### config.mk
export PLATFORM = sky130hd
export DESIGN_NAME = seven_segment_string_pwm_driver
export DESIGN_NICKNAME = d
export VERILOG_FILES = /design/src/segpwm_pkg.sv /design/src/seven_segment_string_pwm_driver.sv
export SDC_FILE = /design/constraint.sdc
export NUM_CORES = 1
export LEC_CHECK = 0
export ABC_CLOCK_PERIOD_IN_PS = 15350
export BUFFER_PORTS_ARGS = -buffer_cell sky130_fd_sc_hd__buf_2
export CAP_MARGIN = 20
export CELL_PAD_IN_SITES_DETAIL_PLACEMENT = 1
export CELL_PAD_IN_SITES_GLOBAL_PLACEMENT = 1
export CORE_UTILIZATION = 56
export DETAILED_ROUTE_END_ITERATION = 10
export HOLD_SLACK_MARGIN = 0.08
export PLACE_DENSITY_LB_ADDON = 0.3
export SLEW_MARGIN = 20
export SYNTH_ARGS = -nofsm -noshare
export SYNTH_HDL_FRONTEND = slang
export SYNTH_SLANG_ARGS = --single-unit
export TNS_END_PERCENT = 100
### constraint.sdc
create_clock -name i_clk -period 15.35 [get_ports i_clk]
set_clock_uncertainty 0.1 [all_clocks]
set_input_delay 0.7675 -clock i_clk [delete_from_list [all_inputs] [get_ports i_clk]]
set_output_delay 0.7675 -clock i_clk [all_outputs]
set_load 0.01 [all_outputs]
### src/segpwm_pkg.sv
package segpwm_pkg;

    localparam int unsigned STRING_DEPTH_DEF = 16;

    localparam int unsigned CMD_W    = 3;
    localparam int unsigned SYM_W    = 6;
    localparam int unsigned IDX_W    = 4;
    localparam int unsigned SEG_W    = 7;
    localparam int unsigned PERIOD_W = 16;
    localparam int unsigned TICK_W   = 8;
    localparam int unsigned PCT_W    = 7;
    localparam int unsigned PROD_W   = PERIOD_W + PCT_W;
    localparam int unsigned RECIP_W  = 24;
    localparam int unsigned RECIP_SH = 30;
    localparam int unsigned CFG_IDX_W  = 3;
    localparam int unsigned CFG_DATA_W = 16;

    localparam logic [RECIP_W-1:0] DIV100_RECIP = 24'd10737419;

    localparam logic [CMD_W-1:0] CMD_PWM    = 3'd0;
    localparam logic [CMD_W-1:0] CMD_TICK   = 3'd1;
    localparam logic [CMD_W-1:0] CMD_WRITE  = 3'd2;
    localparam logic [CMD_W-1:0] CMD_START  = 3'd3;
    localparam logic [CMD_W-1:0] CMD_SYMBOL = 3'd4;
    localparam logic [CMD_W-1:0] CMD_ENABLE = 3'd5;

    localparam logic [CFG_IDX_W-1:0] REG_PERIOD = 3'd0;
    localparam logic [CFG_IDX_W-1:0] REG_BRIGHT = 3'd1;
    localparam logic [CFG_IDX_W-1:0] REG_CHAR   = 3'd2;
    localparam logic [CFG_IDX_W-1:0] REG_SPACE  = 3'd3;
    localparam logic [CFG_IDX_W-1:0] REG_END    = 3'd4;
    localparam logic [CFG_IDX_W-1:0] REG_LOOP   = 3'd5;
    localparam logic [CFG_IDX_W-1:0] REG_FLASH  = 3'd6;

    localparam logic [SYM_W-1:0] SYM_BLANK = 6'd38;
    localparam logic [SYM_W-1:0] SYM_END   = 6'd39;

    localparam logic [SEG_W-1:0] SEG_OFF = 7'h7F;

    localparam logic [PCT_W-1:0] PCT_MIN = 7'd1;
    localparam logic [PCT_W-1:0] PCT_MAX = 7'd99;

    function automatic logic [SEG_W-1:0] decode_glyph(input logic [SYM_W-1:0] sym);
        logic [SEG_W-1:0] lit;
        case (sym)
            6'd0:  lit = 7'h3F;
            6'd1:  lit = 7'h06;
            6'd2:  lit = 7'h5B;
            6'd3:  lit = 7'h4F;
            6'd4:  lit = 7'h66;
            6'd5:  lit = 7'h6D;
            6'd6:  lit = 7'h7D;
            6'd7:  lit = 7'h07;
            6'd8:  lit = 7'h7F;
            6'd9:  lit = 7'h6F;
            6'd10: lit = 7'h77;
            6'd11: lit = 7'h7C;
            6'd12: lit = 7'h39;
            6'd13: lit = 7'h5E;
            6'd14: lit = 7'h79;
            6'd15: lit = 7'h71;
            6'd16: lit = 7'h3E;
            6'd17: lit = 7'h38;
            6'd18: lit = 7'h73;
            6'd19: lit = 7'h50;
            6'd20: lit = 7'h54;
            6'd21: lit = 7'h5C;
            6'd22: lit = 7'h30;
            6'd23: lit = 7'h0E;
            6'd24: lit = 7'h6E;
            6'd25: lit = 7'h78;
            6'd26: lit = 7'h76;
            6'd27: lit = 7'h01;
            6'd28: lit = 7'h02;
            6'd29: lit = 7'h04;
            6'd30: lit = 7'h08;
            6'd31: lit = 7'h10;
            6'd32: lit = 7'h20;
            6'd33: lit = 7'h40;
            6'd34: lit = 7'h03;
            6'd35: lit = 7'h0F;
            6'd36: lit = 7'h1F;
            6'd37: lit = 7'h5D;
            6'd38: lit = 7'h00;
            6'd39: lit = 7'h7F;
            default: lit = 7'h00;
        endcase
        return ~lit;
    endfunction

endpackage

### src/seven_segment_string_pwm_driver.sv
// Each item is registered in the product, divide and state-update stages.
// Throughput: one item per cycle unless stalled; the three-stage pipeline
// (product, divide by 100 through a reciprocal multiply, state update) keeps
// moving while a result waits, collapsing bubbles before it stalls the input.
// Reset (synchronous, active low) clears control state and restores register
// defaults; the string store is not cleared and is undefined until written.
module seven_segment_string_pwm_driver
    import segpwm_pkg::*;
#(
    parameter int unsigned STRING_DEPTH = STRING_DEPTH_DEF
) (
    input  logic                  i_clk,
    input  logic                  i_rst_n,

    input  logic                  i_cfg_we,
    input  logic [CFG_IDX_W-1:0]  i_cfg_index,
    input  logic [CFG_DATA_W-1:0] i_cfg_data,

    input  logic                  i_in_valid,
    output logic                  o_in_stall,
    input  logic [CMD_W-1:0]      i_cmd,
    input  logic [SYM_W-1:0]      i_symbol,
    input  logic [IDX_W-1:0]      i_entry_index,
    input  logic                  i_enable_value,

    output logic                  o_out_valid,
    input  logic                  i_out_stall,
    output logic [SEG_W-1:0]      o_segments_n,
    output logic                  o_flash_out,
    output logic [PERIOD_W-1:0]   o_next_interval,
    output logic                  o_string_active,
    output logic [SYM_W-1:0]      o_shown_symbol
);

    localparam int unsigned POS_W = (STRING_DEPTH > 1) ? $clog2(STRING_DEPTH) : 1;

    typedef struct packed {
        logic [CMD_W-1:0] cmd;
        logic [SYM_W-1:0] symbol;
        logic [IDX_W-1:0] entry_index;
        logic             enable_value;
    } t_item;

    // configuration
    logic [PERIOD_W-1:0] r_pwm_period;
    logic [TICK_W-1:0]   r_brightness;
    logic [TICK_W-1:0]   r_char_ticks;
    logic [TICK_W-1:0]   r_space_ticks;
    logic [TICK_W-1:0]   r_end_ticks;
    logic                r_loop_enable;
    logic                r_flash_enable;

    // pipeline
    logic                r_v1, r_v2, r_v3;
    t_item               r_item1, r_item2;
    logic [PROD_W-1:0]   r_prod1;
    logic [PERIOD_W-1:0] r_on2;
    logic                ready1, ready2, ready3;
    logic                adv1, adv2, adv3;

    // block state
    logic                r_display_on, n_display_on;
    logic                r_pwm_phase, n_pwm_phase;
    logic                r_string_mode, n_string_mode;
    logic [SYM_W-1:0]    r_current_symbol, n_current_symbol;
    logic [POS_W-1:0]    r_string_position, n_string_position;
    logic                r_in_gap, n_in_gap;
    logic [TICK_W-1:0]   r_ticks_left, n_ticks_left;
    logic [SEG_W-1:0]    r_segment_pins, n_segment_pins;
    logic                r_flash_pin, n_flash_pin;
    logic [SYM_W-1:0]    r_store [STRING_DEPTH];

    logic [PERIOD_W-1:0] r_interval, n_interval;

    logic [PCT_W-1:0]          pct;
    logic [PROD_W+RECIP_W-1:0] quot_full;
    logic [PERIOD_W-1:0]       off_time;
    logic [POS_W:0]            nxt;
    logic                      nxt_in_range;
    logic [SYM_W-1:0]          nxt_sym;
    logic                      nxt_is_end;
    logic                      do_next;
    logic [TICK_W-1:0]         tick_dec;
    logic [TICK_W-1:0]         gap_len;
    logic                      widx_ok;

    assign ready3 = !r_v3 || !i_out_stall;
    assign ready2 = !r_v2 || ready3;
    assign ready1 = !r_v1 || ready2;
    assign adv1   = i_in_valid && ready1;
    assign adv2   = r_v1 && ready2;
    assign adv3   = r_v2 && ready3;
    assign o_in_stall = !ready1;

    always_comb begin
        pct = r_brightness[PCT_W-1:0];
        if (r_brightness > TICK_W'(PCT_MAX)) begin
            pct = PCT_MAX;
        end else if (r_brightness < TICK_W'(PCT_MIN)) begin
            pct = PCT_MIN;
        end
    end

    assign quot_full = (PROD_W+RECIP_W)'(r_prod1) * (PROD_W+RECIP_W)'(DIV100_RECIP);
    assign off_time  = r_pwm_period - r_on2;

    always_ff @(posedge i_clk) begin
        if (!i_rst_n) begin
            r_v1 <= 1'b0;
            r_v2 <= 1'b0;
            r_v3 <= 1'b0;
        end else begin
            if (ready1) begin
                r_v1 <= i_in_valid;
            end
            if (ready2) begin
                r_v2 <= r_v1;
            end
            if (ready3) begin
                r_v3 <= r_v2;
            end
        end
    end

    always_ff @(posedge i_clk) begin
        if (adv1) begin
            r_item1.cmd          <= i_cmd;
            r_item1.symbol       <= i_symbol;
            r_item1.entry_index  <= i_entry_index;
            r_item1.enable_value <= i_enable_value;
            r_prod1 <= PROD_W'(r_pwm_period) * PROD_W'(pct);
        end
        if (adv2) begin
            r_item2 <= r_item1;
            r_on2   <= quot_full[RECIP_SH +: PERIOD_W];
        end
    end

    always_comb begin
        nxt          = {1'b0, r_string_position} + (POS_W+1)'(1);
        nxt_in_range = 32'(nxt) < STRING_DEPTH;
        nxt_sym      = nxt_in_range ? r_store[nxt[POS_W-1:0]] : SYM_END;
        nxt_is_end   = nxt_sym == SYM_END;
        widx_ok      = 32'(r_item2.entry_index) < STRING_DEPTH;
    end

    always_comb begin
        n_display_on      = r_display_on;
        n_pwm_phase       = r_pwm_phase;
        n_string_mode     = r_string_mode;
        n_current_symbol  = r_current_symbol;
        n_string_position = r_string_position;
        n_in_gap          = r_in_gap;
        n_ticks_left      = r_ticks_left;
        n_segment_pins    = r_segment_pins;
        n_flash_pin       = r_flash_pin;
        n_interval        = '0;
        do_next           = 1'b0;
        tick_dec          = r_ticks_left - TICK_W'(1);
        gap_len           = nxt_is_end ? r_end_ticks : r_space_ticks;

        case (r_item2.cmd)
            CMD_PWM: begin
                n_pwm_phase = !r_pwm_phase;
                if (r_flash_enable) begin
                    if (!r_pwm_phase) begin
                        n_flash_pin = 1'b1;
                        if (r_display_on) begin
                            n_segment_pins = decode_glyph(r_current_symbol);
                        end
                        n_interval = r_on2;
                    end else begin
                        n_flash_pin = 1'b0;
                        n_interval  = off_time;
                    end
                end else if (!r_display_on) begin
                    n_interval = r_pwm_period;
                end else if (!r_pwm_phase) begin
                    n_segment_pins = decode_glyph(r_current_symbol);
                    n_interval     = r_on2;
                end else begin
                    n_segment_pins = SEG_OFF;
                    n_interval     = off_time;
                end
            end
            CMD_TICK: begin
                if (r_string_mode && r_display_on) begin
                    n_ticks_left = tick_dec;
                    if (tick_dec == '0) begin
                        if (r_in_gap) begin
                            do_next = 1'b1;
                        end else begin
                            n_ticks_left = gap_len;
                            if (gap_len == '0) begin
                                do_next = 1'b1;
                            end else begin
                                n_in_gap         = 1'b1;
                                n_current_symbol = SYM_BLANK;
                            end
                        end
                    end
                end
            end
            CMD_START: begin
                if (r_display_on) begin
                    n_string_position = '0;
                    n_in_gap          = 1'b0;
                    n_ticks_left      = r_char_ticks;
                    n_current_symbol  = r_store[0];
                    n_string_mode     = 1'b1;
                end
            end
            CMD_SYMBOL: begin
                n_current_symbol = r_item2.symbol;
                n_string_mode    = 1'b0;
            end
            CMD_ENABLE: begin
                n_display_on   = r_item2.enable_value;
                n_string_mode  = 1'b0;
                n_segment_pins = r_item2.enable_value ? decode_glyph(r_current_symbol)
                                                      : SEG_OFF;
            end
            default: begin
            end
        endcase

        if (do_next) begin
            n_ticks_left = r_char_ticks;
            n_in_gap     = 1'b0;
            if (nxt_is_end) begin
                if (r_loop_enable) begin
                    n_string_position = '0;
                    n_current_symbol  = r_store[0];
                end else begin
                    n_string_position = nxt_in_range ? nxt[POS_W-1:0] : '0;
                    n_current_symbol  = SYM_BLANK;
                    n_string_mode     = 1'b0;
                end
            end else begin
                n_string_position = nxt[POS_W-1:0];
                n_current_symbol  = nxt_sym;
            end
        end
    end

    always_ff @(posedge i_clk) begin
        if (!i_rst_n) begin
            r_display_on      <= 1'b0;
            r_pwm_phase       <= 1'b0;
            r_string_mode     <= 1'b0;
            r_current_symbol  <= SYM_BLANK;
            r_string_position <= '0;
            r_in_gap          <= 1'b0;
            r_ticks_left      <= '0;
            r_segment_pins    <= SEG_OFF;
            r_flash_pin       <= 1'b0;
            r_pwm_period      <= 16'd1000;
            r_brightness      <= 8'd50;
            r_char_ticks      <= 8'd10;
            r_space_ticks     <= 8'd2;
            r_end_ticks       <= 8'd20;
            r_loop_enable     <= 1'b0;
            r_flash_enable    <= 1'b0;
        end else begin
            if (adv3) begin
                r_display_on      <= n_display_on;
                r_pwm_phase       <= n_pwm_phase;
                r_string_mode     <= n_string_mode;
                r_current_symbol  <= n_current_symbol;
                r_string_position <= n_string_position;
                r_in_gap          <= n_in_gap;
                r_ticks_left      <= n_ticks_left;
                r_segment_pins    <= n_segment_pins;
                r_flash_pin       <= n_flash_pin;
            end
            if (i_cfg_we) begin
                case (i_cfg_index)
                    REG_PERIOD: r_pwm_period  <= i_cfg_data;
                    REG_BRIGHT: r_brightness  <= i_cfg_data[TICK_W-1:0];
                    REG_CHAR:   r_char_ticks  <= i_cfg_data[TICK_W-1:0];
                    REG_SPACE:  r_space_ticks <= i_cfg_data[TICK_W-1:0];
                    REG_END:    r_end_ticks   <= i_cfg_data[TICK_W-1:0];
                    REG_LOOP:   r_loop_enable <= i_cfg_data[0];
                    REG_FLASH: begin
                        r_flash_enable <= i_cfg_data[0];
                        r_flash_pin    <= i_cfg_data[0];
                    end
                    default: begin
                    end
                endcase
            end
        end
    end

    always_ff @(posedge i_clk) begin
        if (adv3 && r_item2.cmd == CMD_WRITE && widx_ok) begin
            r_store[POS_W'(r_item2.entry_index)] <= r_item2.symbol;
        end
    end

    always_ff @(posedge i_clk) begin
        if (adv3) begin
            r_interval <= n_interval;
        end
    end

    assign o_out_valid     = r_v3;
    assign o_segments_n    = r_segment_pins;
    assign o_flash_out     = r_flash_pin;
    assign o_next_interval = r_interval;
    assign o_string_active = r_string_mode;
    assign o_shown_symbol  = r_display_on ? r_current_symbol : SYM_BLANK;

endmodule
* After elaboration in Yosys (flattened, before gate mapping)
Memory sizes are Yosys's and may differ from the RTL's. A register that Yosys moved wholly into a read port is not among the register bits.
Cells that the tools add are included.
** Operators by class
- $mul :: 2
- Order comparisons :: 3
- $add $sub $neg :: 3
- Muxes and demuxes :: 76
- Equal/unequal tests :: 20
- Reduce and logical (&&, ||, !) cells :: 38
- Bitwise gates (word level) :: 3
** Operators by type and width (number)
- two-way mux 7 bit :: 17
- two-way mux 6 bit :: 16
- two-way mux 16 bit :: 3
- two-way mux 8 bit :: 6
- multiplier 23 x 24 -> 46 bit (second input constant) :: 1
- two-way mux 4 bit :: 6
- != test 3 bit (second input constant) :: 8
- multiplier 16 x 7 -> 23 bit :: 1
- two-way mux 1 bit :: 23
- NOT 7 bit :: 3
- one-hot mux 6 bit (3 select lines) :: 1
- AND reduction 2 bit :: 9
- zero test 8 bit :: 2
- one-hot mux 8 bit (2 select lines) :: 1
- subtractor 16 bit :: 1
- equality test 3 bit (second input constant) :: 5
- one-hot mux 7 bit (2 select lines) :: 1
- equality test 3 x 2 -> 1 bit (second input constant) :: 4
- AND reduction 5 bit :: 2
- greater-than comparator 8 x 7 -> 1 bit (second input constant) :: 1
- < comparator 8 x 1 -> 1 bit (second input constant) :: 1
- subtractor 8 x 1 -> 8 bit (second input constant) :: 1
- AND reduction 7 bit :: 1
- equality test 3 x 1 -> 1 bit (second input constant) :: 2
- 14 further kinds :: 29
** Storage, ports and cells
- ROM bits :: 1344
- Bits of input ports :: 38
- Register bits after elaboration :: 166
- Memories :: 4
- Output and inout bits :: 33
- Bits in writable memories :: 96
** Memory list
- (name not given) :: words 64, width 7, read ports 1, clocked after memory_dff 1, write ports 0, line segpwm_pkg.sv:45 : case (sym)
- (name not given) :: words 64, width 7, read ports 1, clocked after memory_dff 1, write ports 0, line segpwm_pkg.sv:45
- (name not given) :: words 64, width 7, read ports 1, clocked after memory_dff 1, write ports 0, line segpwm_pkg.sv:45
- r_store :: words 16, width 6, read ports 2, clocked after memory_dff 0, write ports 1, line seven_segment_string_pwm_driver.sv:71 : logic [SYM_W-1:0] r_store [STRING_DEPTH];

* Logic depth before layout (Yosys ltp)
- Depth in word-level cells :: 15
- Depth in mapped cells :: 28
- Depth with buffers taken out :: 28

* Worst setup path before layout
OpenSTA, ideal clock, no wires.
- Path kind :: flip-flop to flip-flop
- From :: register r_prod1[6]
- To :: register r_on2[7] (data pin)
- Setup time :: 258 ps
- Period minus slack after synthesis :: 6582 ps
- Data required time :: 14992 ps
- Setup slack :: 8768 ps
- Path buffers :: 0
- Data arrival time :: 6224 ps
- Cell stages (with the launch flop) :: 26
- Cells stage by stage :: edfxtp_1 -> inv_1 -> fa_1 -> inv_1 -> fa_1 -> inv_1 -> fa_1 -> fa_1 -> inv_1 -> fa_1 -> fa_1 -> inv_1 -> fa_1 -> inv_1 -> ha_1 -> a21o_1 -> a21oi_1 -> o211ai_1 -> o211a_1 -> o2111ai_1 -> nand2_1 -> o21a_1 -> o21a_1 -> o21a_1 -> nor2_1 -> xnor2_1
** Between the ends
- Cells in the longest elaborated chain, start to end :: 1
** Ends and longest elaborated chain
- start: declaration :: line seven_segment_string_pwm_driver.sv:56 : logic [PROD_W-1:0] r_prod1;
- start signal: assignment :: line seven_segment_string_pwm_driver.sv:131 : r_prod1 <= PROD_W'(r_pwm_period) * PROD_W'(pct);
- multiplier 23 x 24 -> 46 bit :: line seven_segment_string_pwm_driver.sv:104 : assign quot_full = (PROD_W+RECIP_W)'(r_prod1) * (PROD_W+RECIP_W)'(DIV100_RECIP);
- named net quot_full[37] :: line seven_segment_string_pwm_driver.sv:76 : logic [PROD_W+RECIP_W-1:0] quot_full;
- end signal: assignment :: line seven_segment_string_pwm_driver.sv:135 : r_on2 <= quot_full[RECIP_SH +: PERIOD_W];
- end: declaration :: line seven_segment_string_pwm_driver.sv:57 : logic [PERIOD_W-1:0] r_on2;
The timed path passes the listed nets, and every way through them passes these cells.
A chain may end at the register's enable or synchronous reset.

* Worst setup path after layout
- From :: register r_prod1[14]
- To :: register r_on2[7] (data pin)
Same word-level chain as after synthesis.

==> results.md <==
* Outcome: finished with violations
* Failing checks: DRC
* Resize count post-CTS at 0
* Number of hold buffers added after cts at 0
* Initial antenna violation count at 3
* Critical path class: reg2reg
* Hold path depth at 1
* Total GRT Usage at 33.23%
* FF-to-FF setup slack at 7980 ps
* Critical Path RT at 15570 ps
* Top_reg_cell synth: edfxtp_1
* Residual DRC at 1
* Row count at 76
* # fillers at 4675
* GR Overflow Total at 0
* Via density at 5.855
* Worst setup EP type: register
* Die area at 44450 um^2
* Port Buffers at 70
* Setup Viol. Count Final at 0
* 1st-iter DRT viols at 1106
* Layout cells sized above 1 at 7.913%
* Initial core utilization at 56.69%
* Min Tclk post-route at 7368 ps
* Worst slew margin at 29.14%
* Clk root buf: clkbuf_16
* DRT Pass-1 Iters at 8
* Area leader, netlist: edfxtp_1
* Reg-to-reg endpoint: r_on2[7]
* Setup repair bufs after CTS at 0
* Vias at 17484
* Placed wire-length estimate at 56340 um
* Seq/Total Area, Yosys at 29.39%
* R2R Path Start: r_prod1[14]
* Worst Hold End: r_item1[12]
* Largest net degree at the start of global routing at 85
* Max-slew violation count at 0
* Share of the synthesized area in the top cell type at 22.01%
* Final instance area at 26380 um^2
* CP max FO at 6
* Syn Nets at 2934
* Setup TNS at 0 ps
* Clock sink count at 269
* Fraction of synthesis flops using an asynchronous set or reset pin at 0%
* Syn_area_per_cell at 10.50 um^2
* CTS Buf Count at 31
* Setup crit start kind: register
* CP arrival at 7590 ps
* GPL Wtd Cong at 0.9125
* Max-cap viol count at 0
* Core area at 43080 um^2
* RSZ-0062 raised after global routing: false
* Final period util at 48.00%
* First-pass GRT wire length at 111300 um
* Routed wire per std cell at 23.63 um
* Reg clk slew, reported paths at 60 ps
* Commonest non-fill, non-tap cell in the layout: inv_1
* Die Y at 210.8 um
* Fmax at 0.1357 GHz
* EDFF count, synth at 179
* Yosys warning count at 0
* Most frequent cells in the layout: 420 x inv_1, 305 x ha_1, 264 x fa_1
* Post-route ant nets at 0
* DRT Wirelength at 70570 um
* Cell Area, Synth at 24420 um^2
* Hold path start: i_cmd[1]
* Hold Path Class: in2reg
* TritonCTS clock tree: built
* Worst Tran Pin Value at 1055 ps
* Yosys reg bits at 269
* Largest cells by area after synthesis: edfxtp_1 22%, fa_1 22%, ha_1 16%, dfxtp_1 7.4%, inv_1 6.5%
* R2R depth at 25
* # nets final at 2985
* Die width at 210.8 um
* N_diodes at 0
* Netlist cell types at 76
* Area added between synthesis and finish at 8.029%
* Vias in the first global route at 19815
* H-tree level count at 1
* Syn Inst Count at 2326
* Top Ports at 71
* CTS max path bufs at 3
* Final hold violations at 0
* Clock Latency Late Sink at 580 ps
* Placed cell areas at 25340 um^2
==> registers in the layout, indices dropped and copies added, names as in the netlist, 4 cells and up, named ones only <==
| name | flops |
|---|---|
| r_store | 96 |
| r_prod1 | 23 |
| o_next_interval | 16 |
| r_on2 | 16 |
| r_pwm_period | 16 |
| r_item1 | 14 |
| r_item2 | 14 |
| r_brightness | 8 |
| r_char_ticks | 8 |
| r_end_ticks | 8 |
| r_space_ticks | 8 |
| r_ticks_left | 8 |
| o_segments_n | 7 |
| r_current_symbol | 6 |
| r_string_position | 4 |
==> through the flow <==
stage                     setup slack, ps  util [%]  hold slack [ps]  std cells
after floorplan                      8768         -            300.3       2326
after global placement               8321     58.81            306.3       2928
after detailed placement             7957     58.82            307.0       2928
after CTS                            7968     61.23            243.1       2985
after global routing                 7615     61.24            251.1       2986
final                                7982     61.24            265.4       2986
==> critical path: stages (launching register included) <==
cell and delay [ps]:
edfxtp_1 600, inv_1 180, fa_1 600, inv_1 90
ha_1 280, inv_1 50, fa_1 520, inv_1 50
fa_1 520, fa_1 450, fa_1 510, inv_1 50
fa_1 490, inv_1 50, ha_1 330, a211o_1 290
a21oi_1 230, o211ai_1 140, o211a_1 320, o2111ai_1 250
nand2_1 130, o21a_1 230, o21a_1 210, o21a_1 190
nor2_1 150, xnor2_1 80
==> logic make-up (layout without fill, tap and decap cells) <==
group | Yosys count | count (layout) | synth area share (%)
xor+xnor | 55 | 55 | 2.003
simple gates | 555 | 555 | 11.01
buf+inv | 490 | 565 | 7.701
fa+ha+maj | 570 | 570 | 37.32
compound gates | 331 | 331 | 9.182
mux | 56 | 56 | 3.402
flops | 269 | 269 | 29.39
==> cells in the mapped netlist (all sizes together), types with 29 or more instances <==
master and n:
dfxtp 90, fa 264, clkbuf 45, nor2b 57
nand2 192, mux2i 29, nand3 47, o21ai 65
xnor2 38, nor3 35, and3 56, inv 425
a21oi 63, edfxtp 179, a21boi 45, nor2 95
ha 306
==> worst max path at each step <==
stage | startpoint | slack, ps | cells after the start | endpoint
after global routing | r_prod1[6] | 7610 | 25 | r_on2[7]
after detailed placement | r_prod1[6] | 7960 | 25 | r_on2[7]
after floorplan | r_prod1[6] | 8770 | 25 | r_on2[7]
final | r_prod1[14] | 7980 | 25 | r_on2[7]
after global placement | r_prod1[14] | 8320 | 25 | r_on2[7]
after CTS | r_prod1[6] | 7970 | 25 | r_on2[7]
==> layout make-up <==
type,instances,area [um^2],share of cell area [%]
Multi-Input combinational cell,1567,15390,58.35
Clock buffer,44,907.1,3.438
Sequential cell,269,7178,27.21
Inverter,426,1599,6.061
Tap cell,585,732.0,2.774
Clock inverter,13,132.6,0.5027
Timing Repair Buffer,82,437.9,1.660
==> routing by layer <==
metal,track usage (%),part of all wire [%],vias up
li1,-,-,7894
met1,41.20,40,8942
met2,58.39,51,464
met3,3.895,4.3,182
met4,14.72,4.9,2
met5,0,0.018,-
Power is left out: the tool's default activity adds up to more than one toggle a clock period on the data nets, which glitch-free logic cannot reach.
